## config.mk

```make
export PLATFORM = sky130hd
export DESIGN_NAME = dhcp_lease_table
export DESIGN_NICKNAME = d
export VERILOG_FILES = /design/src/sv/dlt_pkg.sv /design/src/sv/dlt_lease_mem.sv /design/src/sv/dhcp_lease_table.sv
export SDC_FILE = /design/constraint.sdc
export NUM_CORES = 1
export LEC_CHECK = 0
export BUFFER_PORTS_ARGS = -buffer_cell sky130_fd_sc_hd__buf_2
export CAP_MARGIN = 10
export CORE_UTILIZATION = 48
export CTS_BUF_LIST = sky130_fd_sc_hd__clkbuf_8
export DETAILED_ROUTE_END_ITERATION = 8
export HOLD_SLACK_MARGIN = 0.05
export PLACE_DENSITY = 0.72
export SLEW_MARGIN = 20
export SYNTH_ARGS = -nofsm -noshare
export SYNTH_HDL_FRONTEND = slang
export SYNTH_SLANG_ARGS = --single-unit
```

## constraint.sdc

```tcl
create_clock -name clock -period 16 [get_ports clock]
set_input_delay 0 -clock clock [delete_from_list [all_inputs] [get_ports clock]]
set_output_delay 0 -clock clock [all_outputs]
set_load 0.02 [all_outputs]
```

## src/sv/dlt_pkg.sv

```systemverilog
// dlt_pkg: shared types, codes and sizes of the lease table block
// no dependencies; used by dlt_lease_mem and dhcp_lease_table
package dlt_pkg;

   localparam int CLIENTS = 8;
   localparam int SLOT_W = (CLIENTS > 1) ? $clog2(CLIENTS) : 1;
   localparam int MAC_W = 48;
   localparam int EXP_W = 16;

   localparam logic [7:0]  BASE_RESET   = 8'd8;
   localparam logic [23:0] PREFIX_RESET = 24'd0;
   localparam logic [31:0] LEASE_RESET  = 32'd86400000;

   typedef enum logic [1:0] {
      CSR_BASE_OFFSET   = 2'd0,
      CSR_SUBNET_PREFIX = 2'd1,
      CSR_LEASE_MS      = 2'd2
   } csr_index_type;

   typedef enum logic [1:0] {
      KIND_NONE  = 2'd0,
      KIND_OFFER = 2'd1,
      KIND_ACK   = 2'd2
   } reply_kind_type;

   typedef enum logic [2:0] {
      DROP_OK          = 3'd0,
      DROP_TABLE_FULL  = 3'd1,
      DROP_NO_IP       = 3'd2,
      DROP_WRONG_NET   = 3'd3,
      DROP_OUT_OF_RANGE = 3'd4,
      DROP_OWNED       = 3'd5
   } drop_reason_type;

   typedef enum logic [2:0] {
      ST_IDLE,
      ST_SCAN_MAC,
      ST_SCAN_FREE,
      ST_REQ_CHECK,
      ST_REQ_EVAL,
      ST_DONE
   } state_type;

   typedef struct packed {
      logic [EXP_W-1:0] expiry;
      logic [MAC_W-1:0] mac;
   } lease_entry_type;

   typedef struct packed {
      logic              wr_en;
      logic [SLOT_W-1:0] wr_addr;
      lease_entry_type   wr_data;
      logic [SLOT_W-1:0] rd_addr;
   } mem_cmd_type;

endpackage

```

## src/sv/dlt_lease_mem.sv

```systemverilog
// dlt_lease_mem: lease slot memory, one write and one registered read per cycle
// per-slot valid bits make unwritten slots read as empty; uses dlt_pkg
module dlt_lease_mem (
   input  logic                     clock,
   input  logic                     reset,
   input  dlt_pkg::mem_cmd_type     cmd,
   output dlt_pkg::lease_entry_type rd_data
);

   dlt_pkg::lease_entry_type            mem [dlt_pkg::CLIENTS];
   logic [dlt_pkg::CLIENTS-1:0]         valid_ff;
   dlt_pkg::lease_entry_type            rd_raw_ff;
   logic                                rd_vld_ff;

   always_ff @(posedge clock) begin
      if (cmd.wr_en) begin
         mem[cmd.wr_addr] <= cmd.wr_data;
      end
      rd_raw_ff <= mem[cmd.rd_addr];
   end

   always_ff @(posedge clock) begin
      if (reset) begin
         valid_ff  <= '0;
         rd_vld_ff <= 1'b0;
      end else begin
         if (cmd.wr_en) begin
            valid_ff[cmd.wr_addr] <= 1'b1;
         end
         rd_vld_ff <= valid_ff[cmd.rd_addr];
      end
   end

   assign rd_data = rd_vld_ff ? rd_raw_ff : '0;

endmodule

```

## src/sv/dhcp_lease_table.sv

```systemverilog
// dhcp_lease_table: lease allocation core, top level
// uses dlt_pkg and dlt_lease_mem
//
// req channel: one beat per message, tuser = func (0 discover, 1 request),
//   tdata = hw_addr, ip_present, ip_want, now_ms.
// rsp channel: exactly one beat per req beat, in order, tuser = reply_kind,
//   tdata = host_byte, slot, drop_reason.
// csr channel: always ready; index 0 base_offset, 1 subnet_prefix,
//   2 lease_ms; other indexes are ignored. Write only while idle.
// One message at a time. A request passes through ST_REQ_CHECK and ST_REQ_EVAL
// to ST_DONE, and goes from ST_REQ_CHECK straight to ST_DONE when it is refused
// on the address checks. A discover scans the table for its MAC and ends on a
// hit; a miss scans the table a second time for a free slot. The scans read
// the slot memory one slot per cycle through its registered read port.
// req_tready rises again in the cycle the result enters the output register.
// A result waiting on a stalled rsp side sits in the output register while
// the next message is accepted; that message finishes and then waits until
// the output register frees.
// Reset is synchronous: control and csr registers return to their reset
// values, and all slots read as empty at once.
module dhcp_lease_table (
   input  logic          clock,
   input  logic          reset,
   input  logic          req_tvalid,
   output logic          req_tready,
   // [47:0] hw_addr, [48] ip_present, [80:49] ip_want,
   // [112:81] now_ms, [119:113] zero
   input  logic [119:0]  req_tdata,
   // [0] func
   input  logic [0:0]    req_tuser,
   output logic          rsp_tvalid,
   input  logic          rsp_tready,
   // [7:0] host_byte, [15:8] slot, [18:16] drop_reason, [23:19] zero
   output logic [23:0]   rsp_tdata,
   // [1:0] reply_kind
   output logic [1:0]    rsp_tuser,
   input  logic          csr_valid,
   output logic          csr_ready,
   input  logic [1:0]    csr_index,
   input  logic [31:0]   csr_data
);

   localparam logic [dlt_pkg::SLOT_W-1:0] LAST_SLOT =
      dlt_pkg::SLOT_W'(dlt_pkg::CLIENTS - 1);

   dlt_pkg::state_type        state_ff, state_in;

   logic [7:0]                base_ff;
   logic [23:0]               prefix_ff;
   logic [31:0]               lease_ff;

   logic                      func_ff, func_in;
   logic [47:0]               mac_ff, mac_in;
   logic                      has_ip_ff, has_ip_in;
   logic [31:0]               ip_ff, ip_in;
   logic [31:0]               now_ff, now_in;

   logic [dlt_pkg::SLOT_W-1:0] cnt_ff, cnt_in;
   logic [dlt_pkg::SLOT_W-1:0] chk_idx_ff, chk_idx_in;
   logic                      chk_vld_ff, chk_vld_in;

   dlt_pkg::reply_kind_type   res_kind_ff, res_kind_in;
   logic [7:0]                res_host_ff, res_host_in;
   logic [7:0]                res_slot_ff, res_slot_in;
   dlt_pkg::drop_reason_type  res_reason_ff, res_reason_in;

   logic                      rsp_valid_ff, rsp_valid_in;
   dlt_pkg::reply_kind_type   rsp_kind_ff, rsp_kind_in;
   logic [7:0]                rsp_host_ff, rsp_host_in;
   logic [7:0]                rsp_slot_ff, rsp_slot_in;
   dlt_pkg::drop_reason_type  rsp_reason_ff, rsp_reason_in;

   dlt_pkg::mem_cmd_type      mem_cmd;
   dlt_pkg::lease_entry_type  rd_data;

   logic                      req_accept;
   logic                      out_free;
   logic                      chk_last;
   logic                      expired;
   logic                      mac_hit;
   logic                      free_hit;
   logic                      owned;
   logic [7:0]                req_host;
   logic [7:0]                req_idx;
   logic                      req_bad;
   dlt_pkg::drop_reason_type  req_reason;
   logic [15:0]               new_expiry;
   logic [31:0]               expiry_sum;

   dlt_lease_mem u_mem (
      .clock   (clock),
      .reset   (reset),
      .cmd     (mem_cmd),
      .rd_data (rd_data)
   );

   assign csr_ready  = 1'b1;
   assign req_tready = (state_ff == dlt_pkg::ST_IDLE);
   assign req_accept = req_tvalid && req_tready;
   assign out_free   = !rsp_valid_ff || rsp_tready;

   assign chk_last = (chk_idx_ff == LAST_SLOT);
   assign expired  = (rd_data.expiry < now_ff[31:16]);
   assign mac_hit  = chk_vld_ff && (rd_data.mac == mac_ff);
   assign free_hit = chk_vld_ff && ((rd_data.mac == '0) || expired);
   assign owned    = (rd_data.mac != mac_ff) && (rd_data.mac != '0) && !expired;

   assign req_host = ip_ff[7:0];
   assign req_idx  = req_host - base_ff;
   assign expiry_sum = now_ff + lease_ff;
   assign new_expiry = expiry_sum[31:16];

   always_comb begin
      req_bad    = 1'b1;
      req_reason = dlt_pkg::DROP_OK;
      priority if (!has_ip_ff) begin
         req_reason = dlt_pkg::DROP_NO_IP;
      end else if (ip_ff[31:8] != prefix_ff) begin
         req_reason = dlt_pkg::DROP_WRONG_NET;
      end else if (req_idx >= 8'(dlt_pkg::CLIENTS)) begin
         req_reason = dlt_pkg::DROP_OUT_OF_RANGE;
      end else begin
         req_bad = 1'b0;
      end
   end

   // next state
   always_comb begin
      state_in = state_ff;
      unique case (state_ff)
         dlt_pkg::ST_IDLE: begin
            if (req_accept) begin
               state_in = req_tuser[0] ? dlt_pkg::ST_REQ_CHECK : dlt_pkg::ST_SCAN_MAC;
            end
         end
         dlt_pkg::ST_SCAN_MAC: begin
            priority if (mac_hit) begin
               state_in = dlt_pkg::ST_DONE;
            end else if (chk_vld_ff && chk_last) begin
               state_in = dlt_pkg::ST_SCAN_FREE;
            end else begin
            end
         end
         dlt_pkg::ST_SCAN_FREE: begin
            if (free_hit || (chk_vld_ff && chk_last)) begin
               state_in = dlt_pkg::ST_DONE;
            end
         end
         dlt_pkg::ST_REQ_CHECK: begin
            state_in = req_bad ? dlt_pkg::ST_DONE : dlt_pkg::ST_REQ_EVAL;
         end
         dlt_pkg::ST_REQ_EVAL: begin
            state_in = dlt_pkg::ST_DONE;
         end
         dlt_pkg::ST_DONE: begin
            if (out_free) begin
               state_in = dlt_pkg::ST_IDLE;
            end
         end
         default: begin
            state_in = dlt_pkg::ST_IDLE;
         end
      endcase
   end

   // datapath and memory commands
   always_comb begin
      func_in       = func_ff;
      mac_in        = mac_ff;
      has_ip_in     = has_ip_ff;
      ip_in         = ip_ff;
      now_in        = now_ff;
      cnt_in        = cnt_ff;
      chk_idx_in    = chk_idx_ff;
      chk_vld_in    = chk_vld_ff;
      res_kind_in   = res_kind_ff;
      res_host_in   = res_host_ff;
      res_slot_in   = res_slot_ff;
      res_reason_in = res_reason_ff;
      mem_cmd.wr_en          = 1'b0;
      mem_cmd.wr_addr        = chk_idx_ff;
      mem_cmd.wr_data.expiry = rd_data.expiry;
      mem_cmd.wr_data.mac    = mac_ff;
      mem_cmd.rd_addr        = cnt_ff;

      unique case (state_ff)
         dlt_pkg::ST_IDLE: begin
            cnt_in     = '0;
            chk_vld_in = 1'b0;
            if (req_accept) begin
               func_in   = req_tuser[0];
               mac_in    = req_tdata[47:0];
               has_ip_in = req_tdata[48];
               ip_in     = req_tdata[80:49];
               now_in    = req_tdata[112:81];
            end
         end
         dlt_pkg::ST_SCAN_MAC, dlt_pkg::ST_SCAN_FREE: begin
            chk_vld_in = 1'b1;
            chk_idx_in = cnt_ff;
            if (cnt_ff != LAST_SLOT) begin
               cnt_in = cnt_ff + 1'b1;
            end
            priority if ((state_ff == dlt_pkg::ST_SCAN_MAC) ? mac_hit : free_hit) begin
               mem_cmd.wr_en = (state_ff == dlt_pkg::ST_SCAN_FREE);
               res_kind_in   = dlt_pkg::KIND_OFFER;
               res_host_in   = base_ff + 8'(chk_idx_ff);
               res_slot_in   = 8'(chk_idx_ff);
               res_reason_in = dlt_pkg::DROP_OK;
            end else if (chk_vld_ff && chk_last) begin
               cnt_in        = '0;
               chk_vld_in    = 1'b0;
               res_kind_in   = dlt_pkg::KIND_NONE;
               res_host_in   = '0;
               res_slot_in   = '0;
               res_reason_in = dlt_pkg::DROP_TABLE_FULL;
            end else begin
            end
         end
         dlt_pkg::ST_REQ_CHECK: begin
            mem_cmd.rd_addr = req_idx[dlt_pkg::SLOT_W-1:0];
            res_kind_in     = dlt_pkg::KIND_NONE;
            res_host_in     = '0;
            res_slot_in     = '0;
            res_reason_in   = req_reason;
         end
         dlt_pkg::ST_REQ_EVAL: begin
            mem_cmd.wr_addr        = req_idx[dlt_pkg::SLOT_W-1:0];
            mem_cmd.wr_data.expiry = new_expiry;
            if (owned) begin
               res_reason_in = dlt_pkg::DROP_OWNED;
            end else begin
               mem_cmd.wr_en = 1'b1;
               res_kind_in   = dlt_pkg::KIND_ACK;
               res_host_in   = req_host;
               res_slot_in   = req_idx;
               res_reason_in = dlt_pkg::DROP_OK;
            end
         end
         dlt_pkg::ST_DONE: begin
         end
         default: begin
         end
      endcase
   end

   // output register
   always_comb begin
      rsp_valid_in  = rsp_valid_ff;
      rsp_kind_in   = rsp_kind_ff;
      rsp_host_in   = rsp_host_ff;
      rsp_slot_in   = rsp_slot_ff;
      rsp_reason_in = rsp_reason_ff;
      priority if ((state_ff == dlt_pkg::ST_DONE) && out_free) begin
         rsp_valid_in  = 1'b1;
         rsp_kind_in   = res_kind_ff;
         rsp_host_in   = res_host_ff;
         rsp_slot_in   = res_slot_ff;
         rsp_reason_in = res_reason_ff;
      end else if (rsp_tready) begin
         rsp_valid_in = 1'b0;
      end else begin
      end
   end

   always_ff @(posedge clock) begin
      if (reset) begin
         state_ff     <= dlt_pkg::ST_IDLE;
         base_ff      <= dlt_pkg::BASE_RESET;
         prefix_ff    <= dlt_pkg::PREFIX_RESET;
         lease_ff     <= dlt_pkg::LEASE_RESET;
         cnt_ff       <= '0;
         chk_vld_ff   <= 1'b0;
         rsp_valid_ff <= 1'b0;
      end else begin
         state_ff     <= state_in;
         cnt_ff       <= cnt_in;
         chk_vld_ff   <= chk_vld_in;
         rsp_valid_ff <= rsp_valid_in;
         if (csr_valid && csr_ready) begin
            unique case (csr_index)
               dlt_pkg::CSR_BASE_OFFSET:   base_ff   <= csr_data[7:0];
               dlt_pkg::CSR_SUBNET_PREFIX: prefix_ff <= csr_data[23:0];
               dlt_pkg::CSR_LEASE_MS:      lease_ff  <= csr_data;
               default: begin
               end
            endcase
         end
      end
   end

   always_ff @(posedge clock) begin
      func_ff       <= func_in;
      mac_ff        <= mac_in;
      has_ip_ff     <= has_ip_in;
      ip_ff         <= ip_in;
      now_ff        <= now_in;
      chk_idx_ff    <= chk_idx_in;
      res_kind_ff   <= res_kind_in;
      res_host_ff   <= res_host_in;
      res_slot_ff   <= res_slot_in;
      res_reason_ff <= res_reason_in;
      rsp_kind_ff   <= rsp_kind_in;
      rsp_host_ff   <= rsp_host_in;
      rsp_slot_ff   <= rsp_slot_in;
      rsp_reason_ff <= rsp_reason_in;
   end

   assign rsp_tvalid = rsp_valid_ff;
   assign rsp_tuser  = rsp_kind_ff;
   assign rsp_tdata  = {5'd0, rsp_reason_ff, rsp_slot_ff, rsp_host_ff};

`ifndef SYNTHESIS
   a_one_at_a_time: assert property (@(posedge clock) disable iff (reset)
      req_accept |=> !req_tready)
      else $error("beat accepted while a message is in progress");

   a_write_phase: assert property (@(posedge clock) disable iff (reset)
      mem_cmd.wr_en |-> (state_ff == dlt_pkg::ST_SCAN_FREE) ||
                        (state_ff == dlt_pkg::ST_REQ_EVAL))
      else $error("slot write outside of a binding phase");

   a_kind_reason: assert property (@(posedge clock) disable iff (reset)
      rsp_valid_ff |-> ((rsp_kind_ff == dlt_pkg::KIND_NONE) ==
                        (rsp_reason_ff != dlt_pkg::DROP_OK)))
      else $error("reply kind and drop reason disagree");

   a_kind_func: assert property (@(posedge clock) disable iff (reset)
      (state_ff == dlt_pkg::ST_DONE) && (res_kind_ff != dlt_pkg::KIND_NONE) |->
         ((res_kind_ff == dlt_pkg::KIND_ACK) == func_ff))
      else $error("reply kind does not match the message kind");

   a_slot_range: assert property (@(posedge clock) disable iff (reset)
      rsp_valid_ff && (rsp_kind_ff != dlt_pkg::KIND_NONE) |->
         (rsp_slot_ff < 8'(dlt_pkg::CLIENTS)))
      else $error("reply names a slot beyond the table");
`endif

endmodule
```

; ---- Word-level counts from Yosys, hierarchy flattened
; Memory sizes are Yosys's and may differ from the RTL's. A register that Yosys moved wholly into a read port is not among the register bits.
; Index checks and enable logic that the tools add are counted.
[totals]
ff_bits = 239
latchBits = 0
mem_bits_ro = 0
word_cells = 130
mem_count = 1
mem_bits_rw = 512
input_bits = 160
[memory_table]
columns = memory, words, word_bits, rd, rd_clocked_by_memory_dff, wr, line
row1 = u_mem.mem, 8, 64, 1, 1, 1, dlt_lease_mem.sv:10  ; dlt_pkg::lease_entry_type mem [dlt_pkg::CLIENTS];
[classes]
n_eq_ne = 18
magnitude_cmp = 5
multipliers = 0
div_mod_pow = 0
n_shift = 0
n_reduce_logical = 28
mux = 51
n_bitwise = 1
n_addsub = 4
[op_table]
columns = cell, count
row1 = $mux 64, 1
row2 = $eq 48x48->1, 1
row3 = $logic_not 48->1, 1
row4 = $ne 48x48->1, 1
row5 = $pmux 8 s3, 2
row6 = $reduce_bool 48->1, 1
row7 = $mux 3, 15
row8 = $mux 8, 5
row9 = $add 32x32->32, 1
row10 = $ne 24x24->1, 1
row11 = $mux 19, 1
row12 = $pmux 3 s6, 1
row13 = $lt 16x16->1, 1
row14 = $mux 1, 15
row15 = $reduce_and 2->1, 5
row16 = $eq 3x3->1 const B, 3
row17 = $ne 3x3->1 const B, 3
row18 = $pmux 3 s3, 1
row19 = $add 8x3->8, 1
row20 = $ge 8x4->1 const B, 1
row21 = $logic_and 1x1->1, 8
row22 = $lt 3x4->1 const B, 2
row23 = $mux 2, 4
row24 = $or 8x8->8, 1
row25 = other kinds (23), 31

; ---- Depth between registers and ports, before layout
[logic_depth]
ltp_word = 9
mapped_depth = 15
ltp_nobuf = 11

; ---- Hierarchy
; From an unflattened synthesis, not the netlist that was laid out.
[hier_totals]
cells_unflattened = 1930
hier_area_um2 = 32292.2
[modules_own_cells]
columns = module, n_inst, area_each_um2, cells_per_inst, seq_area_each_um2
row1 = dlt_lease_mem, 1, 21316.7, 916, 16836.1
row2 = dhcp_lease_table, 1, 10975.5, 1014, 6185.9

; ---- Least setup slack after synthesis
; No wires, ideal clock.
[synth_path]
kind = flip-flop to flip-flop
start = register u_mem.rd_vld_ff
end = memory u_mem.mem[1][0] (netlist name), enable pin
t_required_ps = 15435
period_less_slack_ps = 7499
slack_ps = 8501
n_path_buf = 5
arrival_time_ps = 6934
stages_incl_launch_ff = 16
path_cell_list = dfxtp_1 -> buf_2 -> buf_2 -> buf_2 -> clkbuf_1 -> and2_1 -> ha_1 -> a21oi_1 -> o21ai_0 -> o2111ai_1 -> a21oi_1 -> o21ai_1 -> and4_1 -> a21oi_2 -> buf_2 -> nor3_1
[synth_between]
elab_chain_cells = 9
word_cells_on_any_way = 18
[synth_lines]
columns = item, line
row1 = "start, declared", dlt_lease_mem.sv:13  ; logic rd_vld_ff;
row2 = "start signal, assigned", dlt_lease_mem.sv:30  ; rd_vld_ff <= valid_ff[cmd.rd_addr];
row3 = $mux 64 (*), dlt_lease_mem.sv:34  ; assign rd_data = rd_vld_ff ? rd_raw_ff : '0;
row4 = $lt 16x16->1 or $logic_not 48->1 (tied branches), "dhcp_lease_table.sv:103, dhcp_lease_table.sv:105"
row5 = $logic_or 1x1->1, dhcp_lease_table.sv:105  ; assign free_hit = chk_vld_ff && ((rd_data.mac == '0) || expired);
row6 = $logic_and 1x1->1, dhcp_lease_table.sv:105
row7 = $mux 1 (2 in series), dhcp_lease_table.sv:204  ; priority if ((state_ff == dlt_pkg::ST_SCAN_MAC) ? mac_hit : free_hit) begin
row8 = $pmux 1 s2 (*), dhcp_lease_table.sv:186  ; unique case (state_ff)
row9 = $mux 1 (*), dlt_lease_mem.sv:16  ; if (cmd.wr_en) begin
row10 = $mux 1 (not written as such) (*), dlt_lease_mem.sv:17  ; mem[cmd.wr_addr] <= cmd.wr_data;
row11 = "end, declared", dlt_lease_mem.sv:10
; Every way passes the cells marked *; elsewhere a longest branch is shown, timed or not.

; ---- Worst setup path after layout
[layout_path]
start = register u_mem.rd_vld_ff
end = memory u_mem.mem[3][49] (netlist name), enable pin
; Same word-level chain as after synthesis.

==> impl_metrics.yaml <==
setup_path:
  crit_path_end_kind: "flop"
  arrival_ns: 5.50
  cp.required_ns: 16.36
  cp-start-kind: "flop"
  critical_path_class: "flop to flop"
  worstPathMaxFanout: 44
place:
  place_congestion: 0.871
  dp_cells: 2902
  io_buffers: 175
  dpl.hpwl_um: 40900
  placed_area_um2: 34200
  dpl_worst_slack_ns: 10.95
sta:
  maxSlewViolCount: 0
  setup_tns_ns: 0
  slew-limit-headroom: 0.253
  layout_setup_ws_ns: 10.86
  worst_slew_pin_slew_ns: 1.12
  finalHoldViolCount: 0
  period_share: 0.321
  rsz0062_at_grt: "false"
  skew_ns: 0.0559
  max_freq_mhz: 195
  period_minus_slack_ns: 5.14
  setup_viol: 0
logic_synthesis:
  synth-edff-count: 670
  syn_area_um2: 32300
  ys_ff_latch: 815
  netlist_instances: 1914
  synth.largest_area_cell: "edfxtp_1"
  yosysUniqueCellTypes: 78
  synth_warnings: 0
  async_flop_share: 0
  synth_top_area_frac: 0.623
  synth_area_leaders: "edfxtp_1 (62%), mux4_2 (9.1%), dfxtp_1 (9.0%)"
  seq_area_frac_synth: 0.712
  syn_area_per_cell_um2: 16.9
  ys.flop_type: "edfxtp_1"
grt:
  grt_use_total: 0.225
  gr-usage-met1: 0.278
  grt_antenna_before_repair: 3
  grtUsageMet3: 0.0410
  use_met2: 0.387
  grt_max_degree: 125
  grt_pass1_vias: 20700
  overflow: 0
  grt_pass1_wl_um: 115000
  busiest_layer: "met2"
die:
  start_util: 0.488
  io_pins: 189
  dieArea_um2: 68400
  die_h_um: 261
  core_um2: 66200
  die_w_um: 261
  rows: 94
layout:
  post_layout_nonfiller_instances: 3478
  final_cell_mix: "edfxtp_1 (670), dlygate4sd3_1 (324), buf_2 (175)"
  fin_area_um2: 40100
  area_delta_synth_final_pct: 24.0
  fillers: 4722
  layout_commonest_cell: "edfxtp_1"
  fin_nets: 2717
  multiInputGateArea_um2: 8840
  utilization: 0.605
  seqCellArea_um2: 23000
  drive_gt1_frac: 0.238
detailed_routing:
  drcViolationCount: 0
  drt_pass1_iterations: 8
  avgViaCountPerCell: 5.62
  routed-via-count: 19500
  drt_iter0_markers: 1449
  routedWlPerCell_um: 21.7
  drt-total-wl_um: 75600
  ant_nets: 0
cts:
  clockBufferDepth: 3
  clk-insertion-delay-late_ns: 0.78
  htree_levels: 4
  cts_tree: "yes"
  clk_pin_slew_ns: 0.05
  cts_root_buffer: "clkbuf_8"
  cts_setup_buffers: 0
  clock-sinks: 815
  cts_buffers: 133
hold_path:
  min_path_type: "input pin to flop"
pwr:
  ir_drop_mv: 0.0919
  leakage_nw: 14.5
  power.density_nw_per_um2: 142
run_status:
  outcome: "finished, final reports clean"
job:
  drv_cap: 0
## stage by stage
stage	hold slack [ns]	power [W]
finish	0.135	0.00570
global route	0.143	0.00594
CTS	0.0551	0.00571
detailed placement	0.178	0.00393
global placement	0.176	0.00388
floorplan	0.0757	0.00361
## registers in the layout, summed over array words and instances (netlist names)
signal / flops
u_mem.rd_vld_ff: 1
prefix_ff: 24
ip_ff: 32
res_slot_ff: 8
res_kind_ff: 2
res_host_ff: 8
cnt_ff: 3
u_mem.valid_ff: 8
rsp_host_ff: 8
has_ip_ff: 1
res_reason_ff: 3
chk_vld_ff: 1
u_mem.rd_raw_ff: 64
chk_idx_ff: 3
mac_ff: 48
u_mem.mem: 512
base_ff: 8
rsp_slot_ff: 8
rsp_tuser: 2
rsp_tvalid: 1
rsp_reason_ff: 3
now_ff: 32
state_ff: 3
lease_ff: 32
## synthesized netlist by cell type, types with 7 or more instances
cell      instances
edfxtp_1        670
nand2_1         155
dfxtp_1         145
mux4_2          130
a21oi_1          81
mux2_2           64
nor2_1           58
ha_1             57
xnor2_1          44
inv_1            43
clkbuf_1         41
o21ai_0          39
buf_2            28
nor3_1           26
nor4_1           25
and2_1           24
a31o_2           21
xor2_1           21
a22oi_1          19
nor4bb_1         19
nand3_1          17
a21o_1           14
o31ai_1          13
nand4_1          12
a22o_1           10
buf_4             9
o41ai_1           9
nand2b_1          8
o21a_1            8
a31oi_1           7
## layout make-up
type                            count  share of cell area
Tap cell                          864              0.0270
Sequential cell                   815               0.575
Clock buffer                      142              0.0488
Clock inverter                    104              0.0155
Multi-Input combinational cell    976               0.221
Timing Repair Buffer              528               0.109
Antenna cell                        5            0.000312
Inverter                           44             0.00412
## worst max-delay path, cell delays in order, from the launching register on
cell	delay (ns)
dfxtp_2	0.56
buf_4	0.53
and2_1	0.28
ha_1	0.27
a211oi_1	0.30
nand2b_1	0.11
o211ai_1	0.19
a21oi_1	0.17
o21ai_1	0.39
a21o_1	0.22
a21oi_2	0.26
nor3_2	0.27
buf_4	0.41
buf_4	0.69
## final timing paths
check,from,endpoint,slack (ns),depth (start not counted)
worst min register to register,res_slot_ff[5]$_DFFE_PP_,rsp_slot_ff[5]$_DFFE_PP_,0.41,0
worst max-delay path,u_mem.rd_vld_ff$_SDFF_PP0_,u_mem.mem[3][49]$_DFFE_PP_,10.86,13
worst max register to register,u_mem.rd_vld_ff$_SDFF_PP0_,u_mem.mem[3][49]$_DFFE_PP_,10.86,13
worst min-delay path,rsp_tready,rsp_tvalid$_SDFFE_PP0P_,0.14,4
## logic make-up after synthesis
kind of cell | Yosys count | synth area share
XOR/XNOR | 65 | 0.0176
AND/OR/NAND/NOR | 375 | 0.0580
adder cells (fa/ha/maj) | 59 | 0.0233
buffers and inverters | 127 | 0.0169
other | 2 | 0.000232
multiplexers | 197 | 0.114
flip-flops | 815 | 0.712
AO/OA/AOI/OAI | 274 | 0.0578
## layer usage
metal / up-vias / wire length, µm / part of all wire
met2: 730 / 38800 / 0.51
met5: - / 0 / 0
met3: 177 / 4130 / 0.055
li1: 8727 / - / -
met4: 0 / 2510 / 0.033
met1: 9896 / 30200 / 0.40
## power breakdown
group	internal (W)	switching [W]
Sequential	0.00267	0.000235
Clock	0.000911	0.000826
Combinational	0.000507	0.000547
## repair_timing
item | CTS | global route
endpoints found under the hold margin | 251 | 0
hold buffers | 324 | 0
setup endpoints to repair | 0 | 0
resized for setup | 0 | 0
(Power assumes the default switching activity.)
